<file path="config.mk">
export PLATFORM = sky130hd
export DESIGN_NAME = dmx_level_block_packetizer_core
export DESIGN_NICKNAME = d
export VERILOG_FILES = /design/src/dmxlbp_pkg.sv /design/src/dmxlbp_ram.sv /design/src/dmxlbp_front.sv /design/src/dmxlbp_cmd_fifo.sv /design/src/dmxlbp_back.sv /design/src/dmx_level_block_packetizer_core.sv
export SDC_FILE = /design/constraint.sdc
export NUM_CORES = 2
export LEC_CHECK = 0
export BUFFER_PORTS_ARGS = -buffer_cell sky130_fd_sc_hd__buf_2
export CAP_MARGIN = 20
export CORE_AREA = 2 2 455 682
export DETAILED_ROUTE_END_ITERATION = 6
export DIE_AREA = 0 0 457 684
export HOLD_SLACK_MARGIN = 0.06
export PLACE_DENSITY = 0.75
export SLEW_MARGIN = 20
export SYNTH_ARGS = -nofsm -noshare
export SYNTH_HDL_FRONTEND = slang
export SYNTH_MEMORY_MAX_BITS = 65536
export SYNTH_SLANG_ARGS = --single-unit
export TNS_END_PERCENT = 1
</file>
<file path="constraint.sdc">
create_clock -name clk -period 19.6 [get_ports clk]
set_input_delay 3.92 -clock clk [delete_from_list [all_inputs] [get_ports clk]]
set_output_delay 3.92 -clock clk [all_outputs]
set_load 0.1 [all_outputs]
</file>
<file path="src/dmxlbp_pkg.sv">
package dmxlbp_pkg;

  localparam int MAX_CHANNELS_DEF = 512;

  // input action codes
  localparam logic [1:0] ACT_SET  = 2'd0;
  localparam logic [1:0] ACT_TICK = 2'd1;
  localparam logic [1:0] ACT_OFF  = 2'd2;

  // config register indexes
  localparam logic CFG_CHANNEL_COUNT = 1'b0;
  localparam logic CFG_DEVICE_READY  = 1'b1;
  localparam int   CFG_DW            = 10;

  // block format
  localparam logic [2:0] OP_FIRST     = 3'd4;
  localparam logic [2:0] OP_NEXT      = 3'd2;
  localparam logic [7:0] FIRST_DATA1  = 8'd1;
  localparam int         FIRST_LEVELS = 6;
  localparam int         BLOCK_LEVELS = 7;

  // level scaling: floor(v*255/25600) = floor(floor(v*255/256) / 100)
  localparam logic [14:0] PCT_FULL  = 15'd25600;
  localparam logic [7:0]  LEVEL_MAX = 8'd255;
  localparam logic [15:0] RECIP_100 = 16'd41944;  // ceil(2^22 / 100)
  localparam int          RECIP_SH  = 22;

  localparam int CMDQ_AW = 1;  // two-entry command queue

  typedef enum logic [1:0] {
    CMD_SET,
    CMD_TICK,
    CMD_OFF
  } cmd_kind_t;

  typedef struct packed {
    cmd_kind_t   kind;
    logic [8:0]  chan;
    logic [14:0] pct;   // already clamped to 0..25600
  } cmd_t;

  typedef enum logic [2:0] {
    BK_CLEAR,
    BK_IDLE,
    BK_MUL,
    BK_SCALE,
    BK_RD,
    BK_FIN,
    BK_EMIT
  } back_state_t;

endpackage

</file>
<file path="src/dmxlbp_ram.sv">
module dmxlbp_ram #(
  parameter int WIDTH = 8,
  parameter int DEPTH = 512
) (
  input  logic                     clk,
  input  logic                     we,
  input  logic [$clog2(DEPTH)-1:0] waddr,
  input  logic [WIDTH-1:0]         wdata,
  input  logic [$clog2(DEPTH)-1:0] raddr,
  output logic [WIDTH-1:0]         rdata
);

  logic [WIDTH-1:0] mem [DEPTH];

  always_ff @(posedge clk) begin
    if (we) begin
      mem[waddr] <= wdata;
    end
    rdata <= mem[raddr];
  end

endmodule

</file>
<file path="src/dmxlbp_front.sv">
module dmxlbp_front (
  input  logic              in_push,
  output logic              in_full,
  input  logic [1:0]        in_action,
  input  logic [8:0]        in_channel_index,
  input  logic signed [15:0] in_percent_value,
  input  logic              back_busy,
  input  logic              q_full,
  output logic              q_wr,
  output dmxlbp_pkg::cmd_t  q_wdata
);

  logic known;

  assign in_full = q_full | back_busy;

  always_comb begin
    q_wdata.chan = in_channel_index;
    // clamp to 0..100 percent
    if (in_percent_value[15]) begin
      q_wdata.pct = '0;
    end else if (in_percent_value[14:0] > dmxlbp_pkg::PCT_FULL) begin
      q_wdata.pct = dmxlbp_pkg::PCT_FULL;
    end else begin
      q_wdata.pct = in_percent_value[14:0];
    end
    known = 1'b1;
    unique case (in_action)
      dmxlbp_pkg::ACT_SET:  q_wdata.kind = dmxlbp_pkg::CMD_SET;
      dmxlbp_pkg::ACT_TICK: q_wdata.kind = dmxlbp_pkg::CMD_TICK;
      dmxlbp_pkg::ACT_OFF:  q_wdata.kind = dmxlbp_pkg::CMD_OFF;
      default: begin
        // unused code: dropped here
        q_wdata.kind = dmxlbp_pkg::CMD_TICK;
        known = 1'b0;
      end
    endcase
  end

  assign q_wr = in_push & ~in_full & known;

endmodule

</file>
<file path="src/dmxlbp_cmd_fifo.sv">
module dmxlbp_cmd_fifo (
  input  logic             clk,
  input  logic             rst_n,
  input  logic             wr,
  input  dmxlbp_pkg::cmd_t wdata,
  output logic             full,
  input  logic             rd,
  output dmxlbp_pkg::cmd_t rdata,
  output logic             empty
);

  localparam int AW    = dmxlbp_pkg::CMDQ_AW;
  localparam int DEPTH = 1 << AW;

  dmxlbp_pkg::cmd_t slot_r [DEPTH];
  logic [AW-1:0]    wp_r, wp_nxt, rp_r, rp_nxt;
  logic [AW:0]      cnt_r, cnt_nxt;

  assign full  = (cnt_r == (AW+1)'(DEPTH));
  assign empty = (cnt_r == '0);
  assign rdata = slot_r[rp_r];

  always_comb begin
    wp_nxt  = wp_r;
    rp_nxt  = rp_r;
    cnt_nxt = cnt_r;
    if (wr) begin
      wp_nxt = wp_r + 1'b1;
    end
    if (rd) begin
      rp_nxt = rp_r + 1'b1;
    end
    if (wr && !rd) begin
      cnt_nxt = cnt_r + 1'b1;
    end else if (rd && !wr) begin
      cnt_nxt = cnt_r - 1'b1;
    end
  end

  always_ff @(posedge clk) begin
    if (!rst_n) begin
      wp_r  <= '0;
      rp_r  <= '0;
      cnt_r <= '0;
    end else begin
      wp_r  <= wp_nxt;
      rp_r  <= rp_nxt;
      cnt_r <= cnt_nxt;
    end
  end

  always_ff @(posedge clk) begin
    if (wr) begin
      slot_r[wp_r] <= wdata;
    end
  end

endmodule

</file>
<file path="src/dmxlbp_back.sv">
module dmxlbp_back #(
  parameter int MAX_CHANNELS = dmxlbp_pkg::MAX_CHANNELS_DEF
) (
  input  logic                          clk,
  input  logic                          rst_n,
  input  logic                          cfg_we,
  input  logic                          cfg_index,
  input  logic [dmxlbp_pkg::CFG_DW-1:0] cfg_data,
  input  dmxlbp_pkg::cmd_t              q_rdata,
  input  logic                          q_empty,
  output logic                          q_rd,
  output logic                          busy,
  output logic                          out_empty,
  input  logic                          out_pop,
  output logic [2:0]                    out_block_opcode,
  output logic [7:0]                    out_data [dmxlbp_pkg::BLOCK_LEVELS],
  output logic                          out_pass_finished
);

  localparam int AW  = $clog2(MAX_CHANNELS);
  localparam int PW  = $clog2(MAX_CHANNELS + 8);          // holds position + 7
  localparam int CW  = (PW > dmxlbp_pkg::CFG_DW) ? PW : dmxlbp_pkg::CFG_DW;
  localparam int IW  = (PW > 9) ? PW : 9;
  localparam int NLV = dmxlbp_pkg::BLOCK_LEVELS;

  dmxlbp_pkg::back_state_t state_r, state_nxt;

  logic [dmxlbp_pkg::CFG_DW-1:0] cc_r;
  logic                          dr_r;

  logic [AW-1:0] clr_cnt_r, clr_cnt_nxt;
  logic [PW-1:0] pos_r, pos_nxt;
  logic          repeat_r, repeat_nxt;
  logic          upd_r, upd_nxt;
  logic          first_r, first_nxt;
  logic [2:0]    rd_cnt_r, rd_cnt_nxt;
  logic [8:0]    set_chan_r, set_chan_nxt;
  logic [14:0]   set_pct_r, set_pct_nxt;
  logic [22:0]   prod_r, prod_nxt;
  logic          cap_en_r, cap_en_nxt;
  logic [2:0]    cap_slot_r, cap_slot_nxt;
  logic          cap_zero_r, cap_zero_nxt;
  logic [7:0]    lv_r [NLV];

  logic          out_empty_r, out_empty_nxt;
  logic          out_load;
  logic [2:0]    out_op_r;
  logic [7:0]    out_d_r [NLV];
  logic          out_pf_r, out_pf_nxt;

  logic          ram_we;
  logic [AW-1:0] ram_waddr, ram_raddr;
  logic [7:0]    ram_wdata, ram_rdata;

  logic [PW-1:0] rd_idx;
  logic [PW-1:0] pos_sum;
  logic [CW-1:0] limit;
  logic [2:0]    rd_last;
  logic [30:0]   scaled;
  logic          chan_ok;

  dmxlbp_ram #(
    .WIDTH(8),
    .DEPTH(MAX_CHANNELS)
  ) u_store (
    .clk  (clk),
    .we   (ram_we),
    .waddr(ram_waddr),
    .wdata(ram_wdata),
    .raddr(ram_raddr),
    .rdata(ram_rdata)
  );

  assign busy      = (state_r == dmxlbp_pkg::BK_CLEAR);
  assign out_empty = out_empty_r;
  assign out_block_opcode  = out_op_r;
  assign out_pass_finished = out_pf_r;
  always_comb begin
    for (int k = 0; k < NLV; k++) begin
      out_data[k] = out_d_r[k];
    end
  end

  assign rd_idx    = pos_r + PW'(rd_cnt_r);
  assign ram_raddr = AW'(rd_idx);
  assign pos_sum   = pos_r + PW'(NLV);
  assign limit     = (CW'(cc_r) > CW'(MAX_CHANNELS)) ? CW'(MAX_CHANNELS) : CW'(cc_r);
  assign rd_last   = first_r ? 3'(dmxlbp_pkg::FIRST_LEVELS - 1) : 3'(NLV - 1);
  assign scaled    = 31'(prod_r[22:8]) * 31'(dmxlbp_pkg::RECIP_100);
  assign chan_ok   = (IW'(set_chan_r) < IW'(MAX_CHANNELS));

  always_comb begin
    state_nxt     = state_r;
    clr_cnt_nxt   = clr_cnt_r;
    pos_nxt       = pos_r;
    repeat_nxt    = repeat_r;
    upd_nxt       = upd_r;
    first_nxt     = first_r;
    rd_cnt_nxt    = rd_cnt_r;
    set_chan_nxt  = set_chan_r;
    set_pct_nxt   = set_pct_r;
    prod_nxt      = prod_r;
    cap_en_nxt    = 1'b0;
    cap_slot_nxt  = cap_slot_r;
    cap_zero_nxt  = cap_zero_r;
    out_empty_nxt = out_empty_r | out_pop;
    out_pf_nxt    = out_pf_r;
    out_load      = 1'b0;
    q_rd          = 1'b0;
    ram_we        = 1'b0;
    ram_waddr     = clr_cnt_r;
    ram_wdata     = '0;

    unique case (state_r)
      dmxlbp_pkg::BK_CLEAR: begin
        ram_we = 1'b1;
        if (clr_cnt_r == AW'(MAX_CHANNELS - 1)) begin
          state_nxt = dmxlbp_pkg::BK_IDLE;
        end else begin
          clr_cnt_nxt = clr_cnt_r + 1'b1;
        end
      end

      dmxlbp_pkg::BK_IDLE: begin
        if (!q_empty) begin
          q_rd = 1'b1;
          unique case (q_rdata.kind)
            dmxlbp_pkg::CMD_SET: begin
              set_chan_nxt = q_rdata.chan;
              set_pct_nxt  = q_rdata.pct;
              repeat_nxt   = 1'b1;
              upd_nxt      = 1'b1;
              state_nxt    = dmxlbp_pkg::BK_MUL;
            end
            dmxlbp_pkg::CMD_OFF: begin
              upd_nxt     = 1'b1;
              clr_cnt_nxt = '0;
              state_nxt   = dmxlbp_pkg::BK_CLEAR;
            end
            dmxlbp_pkg::CMD_TICK: begin
              if (upd_r && dr_r) begin
                first_nxt  = (pos_r == '0);
                rd_cnt_nxt = '0;
                state_nxt  = dmxlbp_pkg::BK_RD;
              end
            end
            default: ;
          endcase
        end
      end

      dmxlbp_pkg::BK_MUL: begin
        prod_nxt  = 23'(set_pct_r) * 23'(dmxlbp_pkg::LEVEL_MAX);
        state_nxt = dmxlbp_pkg::BK_SCALE;
      end

      dmxlbp_pkg::BK_SCALE: begin
        ram_we    = chan_ok;
        ram_waddr = AW'(set_chan_r);
        ram_wdata = scaled[dmxlbp_pkg::RECIP_SH +: 8];
        state_nxt = dmxlbp_pkg::BK_IDLE;
      end

      dmxlbp_pkg::BK_RD: begin
        cap_en_nxt   = 1'b1;
        cap_slot_nxt = first_r ? rd_cnt_r + 3'd1 : rd_cnt_r;
        cap_zero_nxt = (rd_idx >= PW'(MAX_CHANNELS));
        if (rd_cnt_r == rd_last) begin
          state_nxt = dmxlbp_pkg::BK_FIN;
        end else begin
          rd_cnt_nxt = rd_cnt_r + 3'd1;
        end
      end

      dmxlbp_pkg::BK_FIN: begin
        // last level lands in lv_r at this edge
        state_nxt = dmxlbp_pkg::BK_EMIT;
      end

      dmxlbp_pkg::BK_EMIT: begin
        if (out_empty_r || out_pop) begin
          out_load      = 1'b1;
          out_empty_nxt = 1'b0;
          out_pf_nxt    = 1'b0;
          if (first_r) begin
            repeat_nxt = 1'b0;
            pos_nxt    = PW'(dmxlbp_pkg::FIRST_LEVELS);
          end else if (CW'(pos_sum) >= limit) begin
            pos_nxt = '0;
            if (!repeat_r) begin
              upd_nxt    = 1'b0;
              out_pf_nxt = 1'b1;
            end
          end else begin
            pos_nxt = pos_sum;
          end
          state_nxt = dmxlbp_pkg::BK_IDLE;
        end
      end

      default: state_nxt = dmxlbp_pkg::BK_IDLE;
    endcase
  end

  always_ff @(posedge clk) begin
    if (!rst_n) begin
      state_r     <= dmxlbp_pkg::BK_CLEAR;
      clr_cnt_r   <= '0;
      pos_r       <= '0;
      repeat_r    <= 1'b0;
      upd_r       <= 1'b0;
      first_r     <= 1'b0;
      rd_cnt_r    <= '0;
      cap_en_r    <= 1'b0;
      out_empty_r <= 1'b1;
      cc_r        <= '0;
      dr_r        <= 1'b0;
    end else begin
      state_r     <= state_nxt;
      clr_cnt_r   <= clr_cnt_nxt;
      pos_r       <= pos_nxt;
      repeat_r    <= repeat_nxt;
      upd_r       <= upd_nxt;
      first_r     <= first_nxt;
      rd_cnt_r    <= rd_cnt_nxt;
      cap_en_r    <= cap_en_nxt;
      out_empty_r <= out_empty_nxt;
      if (cfg_we) begin
        unique case (cfg_index)
          dmxlbp_pkg::CFG_CHANNEL_COUNT: cc_r <= cfg_data;
          dmxlbp_pkg::CFG_DEVICE_READY:  dr_r <= cfg_data[0];
          default: ;
        endcase
      end
    end
  end

  // datapath, no reset
  always_ff @(posedge clk) begin
    set_chan_r <= set_chan_nxt;
    set_pct_r  <= set_pct_nxt;
    prod_r     <= prod_nxt;
    cap_slot_r <= cap_slot_nxt;
    cap_zero_r <= cap_zero_nxt;
    out_pf_r   <= out_pf_nxt;
    if (cap_en_r) begin
      lv_r[cap_slot_r] <= cap_zero_r ? 8'd0 : ram_rdata;
    end
    if (out_load) begin
      out_op_r <= first_r ? dmxlbp_pkg::OP_FIRST : dmxlbp_pkg::OP_NEXT;
      out_d_r[0] <= first_r ? dmxlbp_pkg::FIRST_DATA1 : lv_r[0];
      for (int k = 1; k < NLV; k++) begin
        out_d_r[k] <= lv_r[k];
      end
    end
  end

endmodule

</file>
<file path="src/dmx_level_block_packetizer_core.sv">
// DMX level block packetizer. Words pushed on the in_ side are set-level,
// timer-tick or all-off commands (action code 3 is dropped); a tick that finds
// updating active and the device ready yields one block word of an opcode and
// 7 bytes on the out_ side (opcode 4 + byte 1 + levels 0..5 for the first
// block of a pass, opcode 2 + next 7 levels after that). A front decoder
// clamps the percent value and posts a command into a two-entry queue; a back
// sequencer executes commands one at a time against a single-port-read level
// memory. A set pops the queue, multiplies by 255, then does the reciprocal
// divide by 100 and store write; a tick that emits reads the store through a
// memory read port that delivers one level per cycle, then waits while a
// previous block is still unpopped. After reset and after every all-off
// command the store is cleared, one entry per cycle, while full stays high;
// configuration writes are taken at any time. Levels read past the store
// are zero.
module dmx_level_block_packetizer_core #(
  parameter int MAX_CHANNELS = dmxlbp_pkg::MAX_CHANNELS_DEF
) (
  input  logic                          clk,
  input  logic                          rst_n,
  // config write port
  input  logic                          cfg_we,
  input  logic                          cfg_index,
  input  logic [dmxlbp_pkg::CFG_DW-1:0] cfg_data,
  // command words
  input  logic                          in_push,
  output logic                          in_full,
  input  logic [1:0]                    in_action,
  input  logic [8:0]                    in_channel_index,
  input  logic signed [15:0]            in_percent_value,
  // block words
  output logic                          out_empty,
  input  logic                          out_pop,
  output logic [2:0]                    out_block_opcode,
  output logic [7:0]                    out_data_1,
  output logic [7:0]                    out_data_2,
  output logic [7:0]                    out_data_3,
  output logic [7:0]                    out_data_4,
  output logic [7:0]                    out_data_5,
  output logic [7:0]                    out_data_6,
  output logic [7:0]                    out_data_7,
  output logic                          out_pass_finished
);

  logic             q_wr, q_full, q_rd, q_empty, back_busy;
  dmxlbp_pkg::cmd_t q_wdata, q_rdata;
  logic [7:0]       blk_data [dmxlbp_pkg::BLOCK_LEVELS];

  // decode + clamp
  dmxlbp_front u_front (
    .in_push         (in_push),
    .in_full         (in_full),
    .in_action       (in_action),
    .in_channel_index(in_channel_index),
    .in_percent_value(in_percent_value),
    .back_busy       (back_busy),
    .q_full          (q_full),
    .q_wr            (q_wr),
    .q_wdata         (q_wdata)
  );

  // decouples decode from execution
  dmxlbp_cmd_fifo u_cmdq (
    .clk  (clk),
    .rst_n(rst_n),
    .wr   (q_wr),
    .wdata(q_wdata),
    .full (q_full),
    .rd   (q_rd),
    .rdata(q_rdata),
    .empty(q_empty)
  );

  // store, pass state, block assembly and output register
  dmxlbp_back #(
    .MAX_CHANNELS(MAX_CHANNELS)
  ) u_back (
    .clk              (clk),
    .rst_n            (rst_n),
    .cfg_we           (cfg_we),
    .cfg_index        (cfg_index),
    .cfg_data         (cfg_data),
    .q_rdata          (q_rdata),
    .q_empty          (q_empty),
    .q_rd             (q_rd),
    .busy             (back_busy),
    .out_empty        (out_empty),
    .out_pop          (out_pop),
    .out_block_opcode (out_block_opcode),
    .out_data         (blk_data),
    .out_pass_finished(out_pass_finished)
  );

  assign out_data_1 = blk_data[0];
  assign out_data_2 = blk_data[1];
  assign out_data_3 = blk_data[2];
  assign out_data_4 = blk_data[3];
  assign out_data_5 = blk_data[4];
  assign out_data_6 = blk_data[5];
  assign out_data_7 = blk_data[6];

endmodule

</file>
==> metrics.csv <==
metric;value;unit
status;completed;
cts_resized;0;
netlist_instances;8418;
synth-seq-area-share;0.749;
multi_input_area;0.0411;mm^2
die_w;457;um
overflow;0;
via_per_inst;6.57;
clk_pin_slew_worst_paths;0.07;ns
place_area;0.179;mm^2
cts_buffers;369;
area_delta_synth_final;9.83;%
power.switching;3360;uW
cts_tree;built;
fp-row-count;249;
cts_root_buf;clkbuf_16;
numClockSinks;4360;
vdd_drop_max;0.0000759;V
die_area;0.313;mm^2
synth_edf_count;4306;
first_iter_violations;10700;
clockPowerShare;0.420;
pwr-share-seq;0.575;
skew;0.0829;ns
post_synth_instance_area;0.174;mm^2
worstSetupPathType;reg2reg;
critPathLaunchType;register;
dp_hpwl;250000;um
min_path_type;reg2reg;
drt_first_pass_iters;6;
rsz0062_at_grt;no;
fin_crit_sh;0.446;
htreeDepth;5;
grt_pass1_wl;605000;um
fin_setup_tns;0;ns
grtUsageTotal;0.265;
drive_above_1_share;0.232;
io-pin-count;105;
synthTopCellsByArea;edfxtp_1 (74%), mux4_2 (15%), fa_1 (1.5%);
fin_area;0.191;mm^2
dieHeight;684;um
cp_max_fo;89;
cap_violations;0;
routabilityCongestion;0.860;
drv_slew;0;
initial_core_util;0.568;
postCtsSetupBuffers;0;
num_vias;85000;
syn-num-nets;8754;
arrival;9.29;ns
ant_nets;0;
synthDistinctLibCells;65;
wirelength;415000;um
drc;0;
slew_headroom;0.141;
yosysTopAreaCell;edfxtp_1;
power-per-cell-area;91.8;mW/mm^2
grt_pass1_vias;87300;
p_int;14200;uW
grt_max_degree;213;
fillerInstances;20000;
yosysWarnings;0;
clock.fmax;0.114;GHz
hold_viol;0;
worst_pin_slew;1.29;ns
cts_hold_buffers;0;
port_buffers;103;
setup_violations;0;
combPwrFrac;0.004;
drt-wirelength-per-cell;32.1;um
synth_ff_type;edfxtp_1;
clockBufferDepth;4;
insertion_delay;0.94;ns
antenna_found_initial;16;
async_flop_share;0;
final-seq-area;0.130;mm^2
worstPathRequired;20.16;ns
crit_path_end_kind;register;
fin_crit;8.74;ns
fin_nets;8947;
synth_top_area_share;0.743;
p_leak;0.0515;uW
core_area;0.307;mm^2
syn_avg_cell_area;20.7;um^2
swShare;0.191;
ys_seq_elements;4360;
-- synth_stat cells, types with 24 or more instances --
cell type,instances
a31oi_1,62
nor2b_1,26
mux2i_1,53
mux4_2,1177
nor2_1,609
a21oi_1,65
xnor2_1,38
inv_1,225
nor3_1,36
ha_1,160
o21ai_0,28
fa_1,133
buf_2,130
buf_1,37
nand3_1,144
nand2_1,541
buf_4,50
dfxtp_1,54
mux2_2,24
clkbuf_1,210
edfxtp_1,4306
a32oi_1,28
-- cell usage in the layout, fill, tap and decap left out, types with 25 or more instances in the layout --
master     Yosys  final
clkinv_2       0     84
clkbuf_16      0    375
o21ai_0       28     27
buf_4         50    145
nand3_1      144    144
clkbuf_1     210     62
xnor2_1       38     33
dfxtp_1       54     54
a31oi_1       62     61
nor2_1       609    592
nand2_1      541    525
mux4_2      1177   1177
a32oi_1       28     28
edfxtp_1    4306   4306
nor2b_1       26     25
ha_1         160    159
nor3_1        36     35
fa_1         133    132
inv_1        225    224
buf_2        130    104
bufinv_16      0     43
clkinv_1       0     66
a21oi_1       65     63
mux2i_1       53     53
-- worst paths after layout --
path	startpoint	slack, ns	to	cells after the start
worst max-delay path	u_back.prod_r[16]	10.86	u_back.u_store.mem[262][7]	21
worst min-delay path	u_back.lv_r[2][6]	0.41	u_back.out_d_r[2][6]	0
worst max register to register	u_back.prod_r[16]	10.86	u_back.u_store.mem[262][7]	21
worst min register to register	u_back.lv_r[2][6]	0.41	u_back.out_d_r[2][6]	0
-- per-stage QoR --
stage / hold WS, ns / setup slack (ns) / utilization / power, uW / instances
after CTS: 0.415 / 10.59 / 0.624 / 17600 / 12900
after floorplan: 0.400 / 0.618 / - / 10300 / 8418
after detailed placement: 0.405 / 10.56 / 0.585 / 10400 / 12300
after global placement: 0.405 / 10.89 / 0.585 / 10400 / 12300
final: 0.415 / 10.86 / 0.624 / 17600 / 12900
after global routing: 0.430 / 10.43 / 0.624 / 17900 / 12900
-- critical path, stage by stage, from the launching register on --
cell and delay (ns):
edfxtp_1 0.58, ha_1 0.41, fa_1 0.47, fa_1 0.52, inv_1 0.05, fa_1 0.51
fa_1 0.49, inv_1 0.04, ha_1 0.28, a31o_2 0.15, a21oi_1 0.08, nor3b_1 0.14
a221oi_1 0.75, a211o_1 0.26, a31oi_1 0.12, o21bai_1 0.18, xnor2_1 0.14, nor2_4 0.34
buf_12 0.25, buf_4 0.71, buf_4 0.83, buf_4 0.80
-- sequential cells by signal (all words and copies together) (netlist names), 2 cells and up, named ones only --
register	flops
u_back.cap_slot_r	3
u_back.cc_r	10
u_back.clr_cnt_r	9
u_back.lv_r	56
u_back.out_block_opcode	2
u_back.out_d_r	56
u_back.pos_r	10
u_back.prod_r	15
u_back.rd_cnt_r	3
u_back.set_chan_r	9
u_back.set_pct_r	15
u_back.state_r	3
u_back.u_store.mem	4096
u_back.u_store.rdata	8
u_cmdq.cnt_r	2
u_cmdq.slot_r	52
-- logic make-up (layout without fill, tap and decap cells) --
family / after synthesis / after routing / share of synthesized area
buf+inv: 671 / 1159 / 0.0174
compound gates: 310 / 310 / 0.0120
flops: 4360 / 4360 / 0.749
mux: 1254 / 1254 / 0.157
xor+xnor: 55 / 55 / 0.00287
other cells: 1 / 9 / 0.0000215
simple gates: 1474 / 1474 / 0.0354
fa+ha+maj: 293 / 293 / 0.0268
-- power groups by stage --
| stage | logic [uW] | registers, uW | clock network, uW |
|---|---|---|---|
| 4_1_cts | 76.1 | 10100 | 7440 |
| 6_report | 79.0 | 10100 | 7380 |
| 2_1_floorplan | 31.7 | 10300 | 0 |
| 5_1_grt | 80.3 | 10100 | 7760 |
| 3_3_place_gp | 75.0 | 10300 | 0 |
| 3_5_place_dp | 75.7 | 10300 | 0 |
-- layer usage --
layer	wire length (um)	up-vias	share of wire	track usage
met3	37600	972	0.091	0.0500
li1	-	34400	-	-
met1	141000	44700	0.34	0.329
met4	21600	10	0.052	0.120
met2	215000	4894	0.52	0.455
met5	67	-	0.00016	0
-- layout make-up --
cell class	count	area share
sequential	4360	0.682
multi-input combinational	3387	0.215
clock buffer	438	0.0504
tap	4016	0.0263
clock inverter	228	0.0122
timing repair buffer	268	0.0102
inverter	225	0.00442
antenna	8	0.000105
No activity file was read; power rests on OpenSTA's default activity.
